## config.mk

```make
export PLATFORM = sky130hd
export DESIGN_NAME = decimal_text_to_fixed_point_unit
export DESIGN_NICKNAME = d
export VERILOG_FILES = /design/src/rtl/dtfp_pkg.sv /design/src/rtl/dtfp_parser.sv /design/src/rtl/decimal_text_to_fixed_point_unit.sv
export SDC_FILE = /design/constraint.sdc
export NUM_CORES = 1
export LEC_CHECK = 0
export BUFFER_PORTS_ARGS = -buffer_cell sky130_fd_sc_hd__buf_2
export CAP_MARGIN = 20
export CORE_MARGIN = 3
export CORE_UTILIZATION = 55
export DETAILED_ROUTE_END_ITERATION = 16
export HOLD_SLACK_MARGIN = 0.12
export MAX_ROUTING_LAYER = met4
export PLACE_DENSITY = 0.79
export SLEW_MARGIN = 20
export SYNTH_ARGS = -nofsm -noshare
export SYNTH_HDL_FRONTEND = slang
export SYNTH_SLANG_ARGS = --single-unit
```

## constraint.sdc

```tcl
create_clock -name aclk -period 16.9 [get_ports aclk]
set_input_delay 3.38 -clock aclk [delete_from_list [all_inputs] [get_ports aclk]]
set_output_delay 3.38 -clock aclk [all_outputs]
set_load 0.01 [all_outputs]
```

## src/rtl/dtfp_pkg.sv

```systemverilog
`default_nettype none

package dtfp_pkg;

    // Number of fraction digits that add weight; later digits are consumed only.
    localparam int unsigned FRAC_DIGITS = 9;

    // Width of the saturating byte counter and the fraction digit counter.
    localparam int unsigned COUNT_W  = 8;
    localparam int unsigned FCOUNT_W = 4;

    // Largest integer part, 2^31-1.
    localparam logic [30:0] INT_MAX = 31'h7FFF_FFFF;

    // Characters that the grammar recognises.
    localparam logic [7:0] CH_SPACE = 8'h20;
    localparam logic [7:0] CH_TAB   = 8'h09;
    localparam logic [7:0] CH_LF    = 8'h0A;
    localparam logic [7:0] CH_CR    = 8'h0D;
    localparam logic [7:0] CH_PLUS  = 8'h2B;
    localparam logic [7:0] CH_MINUS = 8'h2D;
    localparam logic [7:0] CH_POINT = 8'h2E;
    localparam logic [7:0] CH_ZERO  = 8'h30;
    localparam logic [7:0] CH_NINE  = 8'h39;

    // Packed widths on the streaming ports.
    localparam int unsigned S_TDATA_W = 8;
    localparam int unsigned M_TDATA_W = 80;

    // Parser phase.
    typedef enum logic [1:0] {
        PH_SKIP = 2'd0,
        PH_INT  = 2'd1,
        PH_FRAC = 2'd2
    } phase_t;

    // What the parser reports for the byte at its input.
    typedef struct packed {
        logic               done;
        logic signed [63:0] value;
        logic [7:0]         consumed;
        logic               overflow;
    } dtfp_result_t;

    // Weight of the k-th fraction digit, round(2^32 / 10^(k+1)).
    function automatic logic [31:0] frac_weight(input logic [FCOUNT_W-1:0] idx);
        logic [31:0] w;
        case (idx)
            4'd0:    w = 32'd429496730;
            4'd1:    w = 32'd42949673;
            4'd2:    w = 32'd4294967;
            4'd3:    w = 32'd429497;
            4'd4:    w = 32'd42950;
            4'd5:    w = 32'd4295;
            4'd6:    w = 32'd429;
            4'd7:    w = 32'd43;
            4'd8:    w = 32'd4;
            default: w = 32'd0;
        endcase
        return w;
    endfunction

endpackage

`default_nettype wire

```

## src/rtl/dtfp_parser.sv

```systemverilog
`default_nettype none

module dtfp_parser (
    input  wire logic                  aclk,
    input  wire logic                  aresetn,
    input  wire logic                  step_i,
    input  wire logic [7:0]            byte_i,
    output dtfp_pkg::dtfp_result_t     result_o
);
    import dtfp_pkg::*;

    phase_t                phase_reg, phase_next;
    logic                  negative_reg, negative_next;
    logic [30:0]           int_acc_reg, int_acc_next;
    logic [31:0]           frac_acc_reg, frac_acc_next;
    logic [FCOUNT_W-1:0]   fcount_reg, fcount_next;
    logic [COUNT_W-1:0]    count_reg, count_next;
    logic                  sat_reg, sat_next;

    logic                  is_digit;
    logic                  is_space;
    logic [3:0]            digit;
    logic [34:0]           int_sum;
    logic [35:0]           frac_prod;
    logic [31:0]           frac_sum;
    logic                  eval_int;
    logic                  take;
    logic                  done;
    logic [63:0]           magnitude;

    // Character classes of the current byte.
    assign is_digit = (byte_i >= CH_ZERO) && (byte_i <= CH_NINE);
    assign is_space = (byte_i == CH_SPACE) || (byte_i == CH_TAB) ||
                      (byte_i == CH_LF) || (byte_i == CH_CR);
    assign digit    = is_digit ? 4'(byte_i - CH_ZERO) : 4'd0;

    // Integer step: acc*10 + d, built from two shifts and an add.
    assign int_sum  = {1'b0, int_acc_reg, 3'b000} + {3'b000, int_acc_reg, 1'b0}
                    + {31'd0, digit};

    // Fraction step: one narrow multiply by the table weight.
    assign frac_prod = {32'd0, digit} * {4'd0, frac_weight(fcount_reg)};
    assign frac_sum  = frac_acc_reg + frac_prod[31:0];

    // Next state for the byte at the input.
    always_comb begin
        phase_next    = phase_reg;
        negative_next = negative_reg;
        int_acc_next  = int_acc_reg;
        frac_acc_next = frac_acc_reg;
        fcount_next   = fcount_reg;
        count_next    = count_reg;
        sat_next      = sat_reg;
        eval_int      = 1'b0;
        take          = 1'b0;
        done          = 1'b0;

        unique case (phase_reg)
            PH_INT: begin
                eval_int = 1'b1;
            end
            PH_FRAC: begin
                if (is_digit) begin
                    take = 1'b1;
                    if (fcount_reg < FCOUNT_W'(FRAC_DIGITS)) begin
                        frac_acc_next = frac_sum;
                        fcount_next   = fcount_reg + FCOUNT_W'(1);
                    end
                end else begin
                    done = 1'b1;
                end
            end
            default: begin
                if (is_space) begin
                    take = 1'b1;
                end else if ((byte_i == CH_PLUS) || (byte_i == CH_MINUS)) begin
                    take          = 1'b1;
                    negative_next = (byte_i == CH_MINUS);
                    phase_next    = PH_INT;
                end else begin
                    eval_int = 1'b1;
                end
            end
        endcase

        // A byte that falls through from whitespace is judged as an integer byte.
        if (eval_int) begin
            if (is_digit) begin
                take       = 1'b1;
                phase_next = PH_INT;
                if (int_sum > {4'd0, INT_MAX}) begin
                    int_acc_next = INT_MAX;
                    sat_next     = 1'b1;
                end else begin
                    int_acc_next = int_sum[30:0];
                end
            end else if (byte_i == CH_POINT) begin
                take       = 1'b1;
                phase_next = PH_FRAC;
            end else begin
                done = 1'b1;
            end
        end

        // The byte counter stops at its top value.
        if (take && (count_reg != {COUNT_W{1'b1}})) begin
            count_next = count_reg + COUNT_W'(1);
        end

        // The ending byte returns the parser to its starting state.
        if (done) begin
            phase_next    = PH_SKIP;
            negative_next = 1'b0;
            int_acc_next  = '0;
            frac_acc_next = '0;
            fcount_next   = '0;
            count_next    = '0;
            sat_next      = 1'b0;
        end
    end

    // Result as it stands before the ending byte.
    assign magnitude         = {1'b0, int_acc_reg, frac_acc_reg};
    assign result_o.done     = done;
    assign result_o.value    = negative_reg ? (64'd0 - magnitude) : magnitude;
    assign result_o.consumed = count_reg;
    assign result_o.overflow = sat_reg;

    // Parser state advances only on step_i, when a byte is processed.
    always_ff @(posedge aclk) begin
        if (!aresetn) begin
            phase_reg    <= PH_SKIP;
            negative_reg <= 1'b0;
            int_acc_reg  <= '0;
            frac_acc_reg <= '0;
            fcount_reg   <= '0;
            count_reg    <= '0;
            sat_reg      <= 1'b0;
        end else if (step_i) begin
            phase_reg    <= phase_next;
            negative_reg <= negative_next;
            int_acc_reg  <= int_acc_next;
            frac_acc_reg <= frac_acc_next;
            fcount_reg   <= fcount_next;
            count_reg    <= count_next;
            sat_reg      <= sat_next;
        end
    end

    // The fraction counter never passes the number of weighted digits.
    assert property (@(posedge aclk) disable iff (!aresetn)
        fcount_reg <= FCOUNT_W'(FRAC_DIGITS))
    else $error("fraction digit count beyond limit");

    // After an ending byte the parser starts afresh.
    assert property (@(posedge aclk) disable iff (!aresetn)
        step_i && done |=> (phase_reg == PH_SKIP) && (count_reg == '0) && !sat_reg)
    else $error("parser not cleared after a result");

    // Once saturated, the integer part sits at its maximum.
    assert property (@(posedge aclk) disable iff (!aresetn)
        sat_reg |-> (int_acc_reg == INT_MAX))
    else $error("saturation flag without saturated integer");

endmodule

`default_nettype wire

```

## src/rtl/decimal_text_to_fixed_point_unit.sv

```systemverilog
`default_nettype none

// Streaming decimal text parser. Each accepted s_tdata byte is one character;
// leading space, tab, LF and CR are skipped, then one optional sign, integer
// digits, an optional point and fraction digits are taken. The first byte
// that does not fit ends the number and yields one request on the m_ side:
// the value in Q31.32 two's complement, the bytes consumed (saturating at
// 255) and an integer overflow flag. The ending byte itself is not counted.
// The unit takes one byte per clock cycle when it does not stall: each byte
// passes an input register and the parsing logic (a shift-add by ten on the
// integer part and a small multiply by a fraction weight); the result of an
// ending byte is then held in a result register until it is taken.
// Input stalls only while a finished result waits in the result
// register and the next ending byte needs that slot.
module decimal_text_to_fixed_point_unit (
    input  wire logic                               aclk,
    input  wire logic                               aresetn,
    input  wire logic                               s_tvalid,
    output      logic                               s_tready,
    input  wire logic [dtfp_pkg::S_TDATA_W-1:0]     s_tdata,   // [7:0] text_byte
    output      logic                               m_tvalid,
    input  wire logic                               m_tready,
    output      logic [dtfp_pkg::M_TDATA_W-1:0]     m_tdata    // [63:0] value,
                                                               // [71:64] consumed,
                                                               // [72] overflow, rest 0
);
    import dtfp_pkg::*;

    logic               in_valid_reg, in_valid_next;
    logic [7:0]         in_byte_reg;
    logic               out_valid_reg, out_valid_next;
    logic signed [63:0] out_value_reg;
    logic [7:0]         out_consumed_reg;
    logic               out_overflow_reg;

    dtfp_result_t       result;
    logic               out_free;
    logic               fire;
    logic               s_take;

    // Parsing logic with its state.
    dtfp_parser u_parser (
        .aclk     (aclk),
        .aresetn  (aresetn),
        .step_i   (fire),
        .byte_i   (in_byte_reg),
        .result_o (result)
    );

    // A byte is processed unless it ends a number and the result slot is full.
    assign out_free = !out_valid_reg || m_tready;
    assign fire     = in_valid_reg && (!result.done || out_free);
    assign s_tready = !in_valid_reg || fire;
    assign s_take   = s_tvalid && s_tready;

    // Input register occupancy.
    always_comb begin
        if (s_take) begin
            in_valid_next = 1'b1;
        end else if (fire) begin
            in_valid_next = 1'b0;
        end else begin
            in_valid_next = in_valid_reg;
        end
    end

    // Result register occupancy.
    always_comb begin
        if (fire && result.done) begin
            out_valid_next = 1'b1;
        end else if (m_tready) begin
            out_valid_next = 1'b0;
        end else begin
            out_valid_next = out_valid_reg;
        end
    end

    // Control registers.
    always_ff @(posedge aclk) begin
        if (!aresetn) begin
            in_valid_reg  <= 1'b0;
            out_valid_reg <= 1'b0;
        end else begin
            in_valid_reg  <= in_valid_next;
            out_valid_reg <= out_valid_next;
        end
    end

    // Payload registers.
    always_ff @(posedge aclk) begin
        if (s_take) begin
            in_byte_reg <= s_tdata[7:0];
        end
        if (fire && result.done) begin
            out_value_reg    <= result.value;
            out_consumed_reg <= result.consumed;
            out_overflow_reg <= result.overflow;
        end
    end

    assign m_tvalid = out_valid_reg;
    assign m_tdata  = {{(M_TDATA_W - 73){1'b0}}, out_overflow_reg, out_consumed_reg,
                       out_value_reg};

    // A result appears only after an ending byte was parsed.
    assert property (@(posedge aclk) disable iff (!aresetn)
        $rose(out_valid_reg) |-> $past(fire && result.done))
    else $error("result without an ending byte");

    // A waiting byte that is not processed stays in place.
    assert property (@(posedge aclk) disable iff (!aresetn)
        in_valid_reg && !fire |=> in_valid_reg && $stable(in_byte_reg))
    else $error("pending byte lost");

    // An ending byte is never processed while an unread result is held.
    assert property (@(posedge aclk) disable iff (!aresetn)
        fire && result.done |-> out_free)
    else $error("result register overwritten");

endmodule

`default_nettype wire
```

==> impl_results.md, run 1 <==
* Maximum clock frequency at 135 MHz
* Placed insts at 1866
* Final hold vios at 0
* CTS max path bufs at 2
* Yosys reg bits at 182
* Actual slew at the worst max-slew pin at 1.09 ns
* Fin crit period at 7.40 ns
* Power density over cell area at 60.2 nW/um^2
* Non-Filler Cell Area, Final at 15300 um^2
* WP data arrival at 4.02 ns
* Max-slew violation count at 0
* Unique masters post-synth at 73
* Place WS at 9.50 ns
* Post-route ant nets at 0
* GP Congestion at 0.984
* Area after DPL at 14700 um^2
* DRC at 0
* Vias/cell at 5.91
* Max transition margin at 0.265
* Core area at 24700 um^2
* Number of hold buffers added after CTS at 0
* Tcrit/Tclk final at 0.438
* Most frequent cell after synthesis: inv_1
* Status: finished, final reports clean
* Height of the die at 166 um
* Syn Inst Count at 1511
* Final number of setup-violating endpoints at 0
* Total track usage at 0.239
* Final Skew at 0.0148 ns
* Final total power at 0.922 mW
* Clock sinks at 182
* Final WL at 31900 um
* Vias in the first global route at 10700
* Clock-pin transition on the worst setup and hold timing paths at 0.07 ns
* Die area at 27600 um^2
* Port Buffers at 86
* Leakage at 7.45 nW
* Site Rows at 57
* DR WL/cell at 16.8 um
* Post-CTS resize count at 0
* Iter 0 DRT Violations at 886
* Setup crit end kind: primary output
* Chip Width at 166 um
* Gr ovfl total at 0
* Pin count of the biggest net entering global routing at 75
* Dominant synthesized flop cell: dfxtp_1
* Final setup margin at 9.50 ns
* HP Class: reg2reg
* Pre-antenna DRT Iters at 5
* Routed vias at 11200
* DP Wirelength at 23400 um
* CTS buffer count at 17
* Register area share after synthesis at 0.316
* RSZ-0062 raised after global routing: false
* Worst EP required at 13.52 ns
* Crit Path Class: in2out
* First-pass GRT wire length at 53800 um
* Post-synth EDFFs at 81
* Setup Buffers After CTS at 0
* Mapped Area at 14100 um^2
* Syn Area/Cell at 9.32 um^2
* Crit Path Max Fanout at 4
* # diodes at 0
* Final setup TNS at 0 ns
* I/O pins at 94
* Syn. warnings at 0
* TritonCTS clock tree: built
* Non-Filler Instances at 1898
* Top post-synthesis cells by count: inv_1, ha_1, dfxtp_1
* Area Overhead vs Synth at 8.85%
* Reported max-cap violation count at 0
* Initial antenna violation count at 0
* Area contributors post-synth: edfxtp_1, dfxtp_1, fa_1
* Synth async-reset ratio at 0
* Share of the synthesized area in the top cell type at 0.173
* Area leader, netlist: edfxtp_1
* Peak supply drop at 0.0458 mV
* Nature of the critical path startpoint: input pin
* Total Nets Final at 1770
* Ratio of cells with drive above 1 in the final layout at 0.0978
* Filler cell count at 1993
* Hold slack at 0.499 ns
* Initial Util at 0.569
* H-Tree Depth at 4
* Fin util at 0.620
* Clock Latency Late Sink at 0.44 ns
* Root Buffer: clkbuf_16
==> placed cells by master, fill, tap and decap left out, types with 16 or more instances in the layout <==
cell       count
clkbuf_16     20
inv_1        156
fa_1          77
a21o_1        25
nor3_1        20
nand3_1       54
and2_1        16
or3_1         17
dfxtp_1      100
edfxtp_1      81
a22o_1        31
a21oi_1       73
xor2_1        27
and3_1        77
o21a_1        18
nor2_1        82
o31ai_1       22
buf_2         86
ha_1         120
o21ai_0       68
nand4_1       16
xnor2_1       85
a31oi_1       16
nand2_1       97
==> routing by layer <==
| metal | global-route usage | vias to the layer above | part of all wire |
|---|---|---|---|
| li1 | - | 5460 | - |
| met1 | 0.338 | 5329 | 0.47 |
| met2 | 0.362 | 387 | 0.44 |
| met3 | 0.0381 | 47 | 0.069 |
| met4 | 0.0651 | 0 | 0.017 |
| met5 | - | - | 0 |
==> final timing paths <==
path | from | end | slack [ns] | cells after the start
setup / recovery | m_tready | s_tready | 9.50 | 4
hold / removal | u_parser.count_reg[1]$_SDFFE_PN0P_ | out_consumed_reg[1]$_DFFE_PP_ | 0.50 | 0
setup reg to reg | in_byte_reg[1]$_DFFE_PP_ | u_parser.frac_acc_reg[31]$_SDFFE_PN0P_ | 10.16 | 19
hold reg to reg | u_parser.count_reg[1]$_SDFFE_PN0P_ | out_consumed_reg[1]$_DFFE_PP_ | 0.50 | 0
==> cell type report <==
class / count / area [um^2] / area share
Multi-Input combinational cell: 1105 / 8770 / 0.572
Tap cell: 324 / 405 / 0.0264
Clock inverter: 9 / 72.6 / 0.00473
Clock buffer: 23 / 523 / 0.0341
Sequential cell: 182 / 4460 / 0.291
Inverter: 157 / 591 / 0.0385
Timing Repair Buffer: 98 / 520 / 0.0339
==> kinds of logic (layout without fill, tap and decap cells) <==
| kind of cell | after synthesis | after routing | share of synthesized area |
|---|---|---|---|
| AND/OR/NAND/NOR | 445 | 445 | 0.168 |
| buffers and inverters | 230 | 287 | 0.0634 |
| other | 1 | 7 | 0.000266 |
| adder cells (fa/ha/maj) | 197 | 197 | 0.216 |
| XOR/XNOR | 112 | 112 | 0.0696 |
| AO/OA/AOI/OAI | 339 | 339 | 0.163 |
| flip-flops | 182 | 182 | 0.316 |
| multiplexers | 5 | 5 | 0.00355 |
==> critical path, stage by stage <==
cell and delay (ns):
buf_2 0.09, nor2b_1 0.23, nand3_1 0.14, buf_2 0.18
==> where the power goes <==
part	internal, mW	switching, mW	leakage, nW	total (mW)
registers	0.468	0.00553	1.59	0.473
logic	0.0148	0.0321	5.56	0.0470
clock network	0.222	0.180	0.300	0.402
total	0.705	0.217	7.45	0.922
Note: power is estimated with default switching activity, not from simulation.
==> run 2, diff against run 1 <==
--- a/config.mk
+++ b/config.mk
@@ -5,6 +5,7 @@
 export SDC_FILE = /design/constraint.sdc
 export NUM_CORES = 1
 export LEC_CHECK = 0
+export ABC_AREA = 1
 export BUFFER_PORTS_ARGS = -buffer_cell sky130_fd_sc_hd__buf_2
 export CAP_MARGIN = 20
 export CORE_MARGIN = 3
@@ -12,7 +13,7 @@
 export DETAILED_ROUTE_END_ITERATION = 16
 export HOLD_SLACK_MARGIN = 0.12
 export MAX_ROUTING_LAYER = met4
-export PLACE_DENSITY = 0.79
+export PLACE_DENSITY = 0.82
 export SLEW_MARGIN = 20
 export SYNTH_ARGS = -nofsm -noshare
 export SYNTH_HDL_FRONTEND = slang
==> constraint.sdc (replaced) <==
create_clock -name aclk -period 6.64 [get_ports aclk]
set_input_delay 1.328 -clock aclk [delete_from_list [all_inputs] [get_ports aclk]]
set_output_delay 1.328 -clock aclk [all_outputs]
set_load 0.01 [all_outputs]
==> run 2 against run 1 <==
Sequential share of layout area decreased by 2.7 points; flip-flop and latch count stayed put; die area grew 11%; non-clock buffer count down 7; critical endpoint is now u_parser.frac_acc_reg[31]$_SDFFE_PN0P_; largest power group unchanged.
==> impl_results.md, run 2 <==
* Area contributors post-synth: edfxtp_1, dfxtp_1, nand2_1 (was edfxtp_1, dfxtp_1, fa_1)
* Area leader, netlist: edfxtp_1 (unchanged)
* Commonest cells after routing, fill and taps aside: nand2_1, inv_1, nor2_1 (was inv_1, ha_1, dfxtp_1)
* CP bufs+invs at 5 (was 2)
* Pin count of the biggest net entering global routing at 64 (was 75)
* Final number of setup-violating endpoints at 0 (unchanged)
* Power density over cell area at 142 nW/um^2 (was 60.2 nW/um^2)
* Area Overhead vs Synth at 7.99% (was 8.85%)
* Register area share after synthesis at 0.285 (was 0.316)
* Clock sinks at 182 (unchanged)
* Maximum clock frequency at 173 MHz
* RSZ-0062 raised after global routing: false (unchanged)
* Root Buffer: clkbuf_16 (unchanged)
* Peak supply drop at 0.140 mV (was 0.0458 mV)
* Critical Path, Cell by Cell: inv_2, nand2_1, a21oi_2, inv_2, nor2_1, inv_1, nor2_1, fa_1, fa_1, inv_1, fa_1, inv_1, ha_1, nand2_1, nor2_1, nand2_1, o21ai_0, nand3_1, nand2_1, a21oi_1, o21ai_0, a21oi_1 (was buf_2, nor2b_1, nand3_1, buf_2)
* Die area at 30500 um^2 (was 27600 um^2)
* Port Buffers at 86 (unchanged)
* Place WS at 0.894 ns (was 9.50 ns)
* Hold slack at 0.480 ns (was 0.499 ns)
* Tcrit/Tclk final at 0.873
* Height of the die at 175 um (was 166 um)
* Most common cell after layout, fill and taps aside: nand2_1 (was inv_1)
* Nature of the critical path startpoint: register (was input pin)
* Fin crit period at 5.80 ns
* Status: finished, final reports clean (unchanged)
* Unique masters post-synth at 53 (was 73)
* Dominant synthesized flop cell: dfxtp_1 (unchanged)
* GP Congestion at 0.985 (was 0.984)
* Worst EP required at 6.94 ns (was 13.52 ns)
* Crit Path Max Fanout at 16 (was 4)
* Most frequent cell after synthesis: nand2_1 (was inv_1)
* Share of the synthesized area in the top cell type at 0.155 (was 0.173)
* Top post-synthesis cells by count: nand2_1, inv_1, nor2_1 (was inv_1, ha_1, dfxtp_1)
* Synth async-reset ratio at 0 (unchanged)
* Number of hold buffers added after CTS at 0 (unchanged)
* Routed vias at 13800 (was 11200)
* Vias in the first global route at 13300 (was 10700)
* Pre-antenna DRT Iters at 6 (was 5)
* Leakage at 8.67 nW (was 7.45 nW)
* Actual slew at the worst max-slew pin at 1.01 ns (was 1.09 ns)
* Final setup margin at 0.844 ns (was 9.50 ns)
* Setup Buffers After CTS at 0 (unchanged)
* Total Nets Final at 2363 (was 1770)
* Initial Util at 0.560 (was 0.569)
* Final Skew at 0.0182 ns (was 0.0148 ns)
* Initial antenna violation count at 0 (unchanged)
* WP data arrival at 6.09 ns (was 4.02 ns)
* Grt peak-use layer: met2 (unchanged)
* CP dominant cell by count: nand2_1 (was buf_2)
* Iter 0 DRT Violations at 1226 (was 886)
* Syn Area/Cell at 7.50 um^2 (was 9.32 um^2)
* Syn. warnings at 0 (unchanged)
* Final hold vios at 0 (unchanged)
* Core area at 27900 um^2 (was 24700 um^2)
* Max transition margin at 0.323 (was 0.265)
* Final total power at 2.40 mW (was 0.922 mW)
* Max-slew violation count at 0 (unchanged)
* First-pass GRT wire length at 70900 um (was 53800 um)
* TritonCTS clock tree: built (unchanged)
* DP Wirelength at 35600 um (was 23400 um)
* CP top delay family: adder cells (was simple AND/OR/NAND/NOR gates)
* Chip Width at 175 um (was 166 um)
* DR WL/cell at 17.3 um (was 16.8 um)
* Total track usage at 0.300 (was 0.239)
* I/O pins at 94 (unchanged)
* Worst path max stage delay at 0.56 ns (was 0.23 ns)
* Final WL at 44200 um (was 31900 um)
* Met2 global-route usage at 0.451 (was 0.362)
* Gr ovfl total at 0 (unchanged)
* H-Tree Depth at 4 (unchanged)
* Vias/cell at 5.41 (was 5.91)
* Ratio of cells with drive above 1 in the final layout at 0.0992 (was 0.0978)
* Yosys reg bits at 182 (unchanged)
* HP Class: reg2reg (unchanged)
* Mapped Area at 15700 um^2 (was 14100 um^2)
* Setup crit end kind: register (was primary output)
* Post-route ant nets at 0 (unchanged)
* Clock Latency Late Sink at 0.44 ns (about the same)
* DRC at 0 (unchanged)
* Global Route met1 Usage at 0.424 (was 0.338)
* Syn Inst Count at 2088 (was 1511)
* GRT met3 Usage at 0.0548 (was 0.0381)
* Clock-pin transition on the worst setup and hold timing paths at 0.08 ns (was 0.07 ns)
* # diodes at 0 (unchanged)
* Slowest cell on crit path: o21ai_0 (was nor2b_1)
* Post-CTS resize count at 0 (unchanged)
* Final setup TNS at 0 ns (unchanged)
* CTS max path bufs at 2 (unchanged)
* CTS buffer count at 17 (unchanged)
* Crit Path Class: reg2reg (was in2out)
* Filler cell count at 2627 (was 1993)
* Post-synth EDFFs at 81 (unchanged)
* Site Rows at 61 (was 57)
* Reported max-cap violation count at 0 (unchanged)
run 2: cell type report:
type / count / area, um^2 / share of cell area
multi-input cells: 1513 / 9590 / 0.568
inverters: 349 / 1320 / 0.0781
clock buffers: 18 / 429 / 0.0254
clock inverters: 14 / 163 / 0.00962
well taps: 378 / 473 / 0.0280
flip-flops and latches: 182 / 4450 / 0.264
repair buffers: 91 / 468 / 0.0277
run 2: path summary, 6_finish.rpt:
path                            startpoint                                     end  slack (ns)  cells past startpoint
min reg2reg  u_parser.sat_reg$_SDFFE_PN0P_           u_parser.sat_reg$_SDFFE_PN0P_        0.48                      2
min          u_parser.sat_reg$_SDFFE_PN0P_           u_parser.sat_reg$_SDFFE_PN0P_        0.48                      2
max reg2reg       in_byte_reg[1]$_DFFE_PP_  u_parser.frac_acc_reg[31]$_SDFFE_PN0P_        0.84                     22
max               in_byte_reg[1]$_DFFE_PP_  u_parser.frac_acc_reg[31]$_SDFFE_PN0P_        0.84                     22
run 2: where the power goes:
group | switching [mW] | leakage [nW] | internal, mW
combinational | 0.107 | 6.78 | 0.0408
clock | 0.512 | 0.287 | 0.538
sequential | 0.0107 | 1.60 | 1.20
total | 0.629 | 8.67 | 1.77
run 2: logic make-up (layout without fill, tap and decap cells):
kind of cell             Yosys count  in the layout  share of synthesized area
AND/OR/NAND/NOR                  930            930                      0.259
buffers and inverters            399            472                      0.104
other                              1              7                   0.000240
flip-flops                       182            182                      0.285
XOR/XNOR                         104            104                     0.0582
adder cells (fa/ha/maj)          197            197                      0.194
AO/OA/AOI/OAI                    275            275                     0.0996
run 2: worst min-delay path: cells and delay by family, from the launching register on:
kind	cells	cell delay, ns
buffers and inverters	1	0.05
flip-flops	1	0.33
AO/OA/AOI/OAI	1	0.05
run 2: metrics by stage:
stage / area (um^2) / instances / utilization
2_1_floorplan: 15700 / 2094 / -
3_3_place_gp: 16300 / 2513 / 0.584
3_5_place_dp: 16300 / 2513 / 0.584
4_1_cts: 16900 / 2545 / 0.605
5_1_grt: 16900 / 2545 / 0.605
6_report: 16900 / 2545 / 0.605
run 2: per-layer routing:
layer	wire, um	part of all wire
met1	20800	0.47
met4	787	0.018
met3	3490	0.079
met2	19100	0.43
met5	0	0
